===== src/tcw_pkg.sv =====
// Shared constants for the text console character writer.
// No dependencies; imported by every module of the block.
`timescale 1ns / 1ps
`default_nettype none

package tcw_pkg;

	localparam int DEF_COLUMNS = 80;
	localparam int DEF_ROWS    = 25;

	localparam int CELL_W      = 16;
	localparam int CHAR_W      = 8;
	localparam int COLOR_W     = 8;
	localparam int ROW_FIELD_W = 5;
	localparam int COL_FIELD_W = 7;
	localparam int PADDR_W     = 3;
	localparam int PDATA_W     = 32;

	localparam logic [CHAR_W-1:0]  NEWLINE_CODE = 8'd10;
	localparam logic [CHAR_W-1:0]  SPACE_CODE   = 8'h20;
	localparam logic [COLOR_W-1:0] RESET_COLOR  = 8'h07;

	localparam logic CMD_PUT  = 1'b0;
	localparam logic CMD_READ = 1'b1;

	// register index (paddr[2])
	localparam logic REG_TEXT_COLOR = 1'b0;

endpackage

`default_nettype wire


===== src/tcw_addr_unit.sv =====
// Shared address unit: maps a logical row/column to a memory address
// through the circular top-row offset. Two register stages. Uses tcw_pkg.
`timescale 1ns / 1ps
`default_nettype none

module tcw_addr_unit #(
	parameter int COLUMNS = tcw_pkg::DEF_COLUMNS,
	parameter int ROWS    = tcw_pkg::DEF_ROWS,
	parameter int RW      = $clog2(ROWS),
	parameter int CW      = $clog2(COLUMNS),
	parameter int AW      = $clog2(ROWS * COLUMNS)
) (
	input  wire logic          clk,
	input  wire logic [RW-1:0] row,
	input  wire logic [CW-1:0] col,
	input  wire logic [RW-1:0] top,
	output logic      [AW-1:0] addr
);
	import tcw_pkg::*;

	logic [RW:0]   sum;
	logic [RW-1:0] phys;
	logic [RW-1:0] phys_s1;
	logic [CW-1:0] col_s1;
	logic [AW-1:0] addr_s2;

	always_comb begin
		sum = {1'b0, row} + {1'b0, top};
		if (sum >= (RW+1)'(ROWS)) begin
			phys = RW'(sum - (RW+1)'(ROWS));
		end else begin
			phys = RW'(sum);
		end
	end

	always_ff @(posedge clk) begin
		phys_s1 <= phys;
		col_s1  <= col;
		addr_s2 <= AW'(phys_s1) * AW'(COLUMNS) + AW'(col_s1);
	end

	assign addr = addr_s2;

endmodule

`default_nettype wire


===== config.mk =====
export PLATFORM = sky130hd
export DESIGN_NAME = tcw_addr_unit
export DESIGN_NICKNAME = d
export VERILOG_FILES = /design/src/tcw_pkg.sv /design/src/tcw_addr_unit.sv
export SDC_FILE = /design/constraint.sdc
export NUM_CORES = 1
export LEC_CHECK = 0
export BUFFER_PORTS_ARGS = -buffer_cell sky130_fd_sc_hd__buf_2
export CORE_ASPECT_RATIO = 1.25
export CORE_MARGIN = 3
export CORE_UTILIZATION = 50
export CTS_CLUSTER_DIAMETER = 200
export DETAILED_ROUTE_END_ITERATION = 8
export PLACE_DENSITY = 0.75
export RECOVER_POWER = 100
export SLEW_MARGIN = 20
export SYNTH_ARGS = -nofsm -noshare
export SYNTH_HDL_FRONTEND = slang
export SYNTH_SLANG_ARGS = --single-unit
export TNS_END_PERCENT = 50

===== constraint.sdc =====
create_clock -name clk -period 2.7 [get_ports clk]
set_input_delay 0.27 -clock clk [delete_from_list [all_inputs] [get_ports clk]]
set_output_delay 0.27 -clock clk [all_outputs]
set_load 0.005 [all_outputs]

==> reports/summary.txt <==
outcome: finished clean
global-route wire length before repair: 2.85 mm
area fraction in compound gates after synthesis: 0.121
HPWL after detailed placement: 1.53 mm
Worst Skew: 0.00519 ns
cell type of the slowest stage on the worst timing path: sky130_fd_sc_hd__fa_1
TritonRoute pass-1 iters: 2
buffers from clock root to sink, at most: 2
count of hold buffers inserted by post-cts repair: 0
most common library cell in the layout ignoring fill and taps: sky130_fd_sc_hd__dfxtp_1
multiplexer share of the synthesized area: 0.00927
top-level port count: 29
Worst Path Required: 2.91 ns
maximum resistive drop on vdd: 0.394 mV
power per cell area: 886 mW/mm^2
Total Power: 1.09 mW
starting density of the core: 0.539
accumulated negative setup slack: 0 ns
endpoint of the most critical register-to-register path: addr[10]
Synth Area per Inst: 11.2 um^2
filler-free cell count of the finished design: 148
data arrival time of the critical path: 2.27 ns
part of the Yosys area used for sequential elements: 0.426
Period Utilization, post-route: 0.765
Total Die Area: 0.00276 mm^2
Final setup violation count: 0
unrepaired setup endpoints after global routing: no
xor/xnor share of the synthesized area: 0.104
Peak Freq: 484 MHz
worst r2r path cells: 7
top post-synthesis cells by area: sky130_fd_sc_hd__dfxtp_1 43%, sky130_fd_sc_hd__ha_1 19%, sky130_fd_sc_hd__xnor2_1 7.3%
final wirelength: 1.76 mm
Synthesized Nets: 133
row count: 18
DR vias/cell: 5.08
portion of synthesized cell area occupied by the leading cell type: 0.426
shortest clock period the worst path allows after layout: 2.07 ns
clock tree from TritonCTS: yes
number of antenna violations at the first check in global routing: 0
width of the die: 47.6 um
top cell type by total area after synthesis: sky130_fd_sc_hd__dfxtp_1
number of warnings printed during yosys synthesis: 0
CTS clk-pin slew, worst paths: 0.12 ns
adder-cell share of the synthesized area: 0.241
post-CTS setup repair buffer count: 0
post-synthesis register bit count: 23
net total in the final layout: 166
post-route ant nets: 0
number of remaining DRC errors: 0
category of the worst setup path capture point: flop
simple-gate area share of the yosys netlist: 0.0672
placeable core area: 0.00200 mm^2
total inserted antenna cells: 0
overall routing resource usage: 0.146
H-tree levels: 1
Port Buffer Count: 28
most used cells in the layout excluding fill and tap cells: 23 x sky130_fd_sc_hd__dfxtp_1, 19 x sky130_fd_sc_hd__buf_2, 16 x sky130_fd_sc_hd__ha_1
worst hold start: col[4]
Util after Layout: 0.615
via count of the first global-routing pass: 821
total count of max-transition violations in the final report: 0
hold path endpoint: col_s1[4]
Min-Delay Path Depth: 1
maximum net fanout on the critical path: 3
number of distinct library cell variants in the gate-level netlist after synthesis: 22
transition time at the pin with the least slew margin: 0.347 ns
critical-path cell list: ha_1 > ha_1 > fa_1 > xor2_1 > o2111ai_1 > xnor2_1 > xnor2_1
# clock sinks: 23
detail-routed net length per standard cell: 11.9 um
RR Startpoint: phys_s1[1]
Worst Path Class, Setup: flop to flop
number of max-capacitance violations reported: 0
area of the mapped netlist: 0.00108 mm^2
number of cells produced by synthesis: 96
largest net degree at the start of global routing: 14
static power due to leakage: 0.613 nW
Placed Instances: 144
worst min path class: input pin to flop
Startpoint Class: flop
total via count after detailed routing: 752
routability congestion estimate from global placement: 0.742
post_cts resized: 0
clock tree root driver cell: sky130_fd_sc_hd__clkbuf_4
clock insertion delay at the later pin of the skew report: 0.30 ns
share of post-route cells with drive strength above 1: 0.195
worst slew margin relative to its limit: 0.768
Final Hold Fails: 0
setup slack of the worst register-to-register path: 0.63 ns
grt ovf: 0
DRC marker count from the first detailed-route iteration: 2
dominant combinational cell family by area after synthesis: adder cells
CTS buffer count: 3
largest stage delay on the critical path: 0.38 ns
P&R area growth vs syn: 14.1%
die height: 58.0 um
==> critical path, delay by kind of cell, from the launching register on <==
kind	cells	cell delay, ns
xor+xnor	3	0.53
compound gates	1	0.17
flops	1	0.35
fa+ha+maj	3	0.92
==> worst max path at each step <==
stage | to | from | slack [ns] | depth (start not counted)
after floorplan | phys_s1[2] | top[0] | 0.75 | 9
after global placement | phys_s1[2] | top[0] | 0.60 | 10
after detailed placement | phys_s1[2] | top[0] | 0.51 | 10
after CTS | addr[10] | phys_s1[1] | 0.62 | 7
after global routing | addr[10] | phys_s1[1] | 0.51 | 7
final | addr[10] | phys_s1[1] | 0.63 | 7
==> layout make-up <==
class / instances / area (um^2)
tap: 20 / 25.0
timing repair buffer: 28 / 129
fill: 182 / 772
multi-input combinational: 64 / 557
sequential: 23 / 460
clock inverter: 1 / 5.00
clock buffer: 3 / 22.5
inverter: 9 / 33.8
==> stage by stage <==
stage               setup WS [ns]  hold slack, ns  instance area [um^2]
floorplan                   0.748           0.298                  1080
CTS                         0.619          0.0498                  1270
finish                      0.634          0.0619                  1230
detailed placement          0.512           0.313                  1240
global placement            0.597           0.310                  1240
global route                0.514          0.0329                  1230
==> cells in the mapped netlist, drive strengths merged <==
| cell type | n |
|---|---|
| xor2 | 3 |
| or2 | 1 |
| a31oi | 1 |
| inv | 9 |
| dfxtp | 23 |
| nor2b | 1 |
| nor3 | 1 |
| a21oi | 6 |
| nor2 | 5 |
| nand2b | 3 |
| xnor2 | 9 |
| nand2 | 2 |
| ha | 16 |
| mux2i | 1 |
| nor3b | 1 |
| o21ai | 5 |
| o2111ai | 1 |
| fa | 3 |
| a21o | 4 |
| a21boi | 1 |
==> cell families (layout without fill, tap and decap cells) <==
logic type,count (synthesis),after routing
buffers and inverters,9,41
DFF,23,23
xor gates and xnor gates,12,12
AOI/OAI and AO/OA,18,18
muxes,1,1
and+or+nand+nor,14,14
adders and majority gates,19,19
==> registers in the layout, indices dropped and copies added, names as in the netlist <==
name	count
phys_s1	5
col_s1	7
addr	11
==> power breakdown <==
group	leakage (nW)	total (mW)	internal, mW	switching (mW)
sequential	0.194	0.462	0.432	0.0301
combinational	0.401	0.481	0.240	0.241
clock	0.0177	0.149	0.0552	0.0941
total	0.613	1.09	0.727	0.365
==> routing by layer <==
metal	vias up	GRT usage	wire (um)
met5	-	0	0
met4	0	0.115	62
met3	6	0.0311	83
met2	22	0.270	985
met1	339	0.119	627
li1	385	-	-
Note: power is estimated with default switching activity, not from simulation.
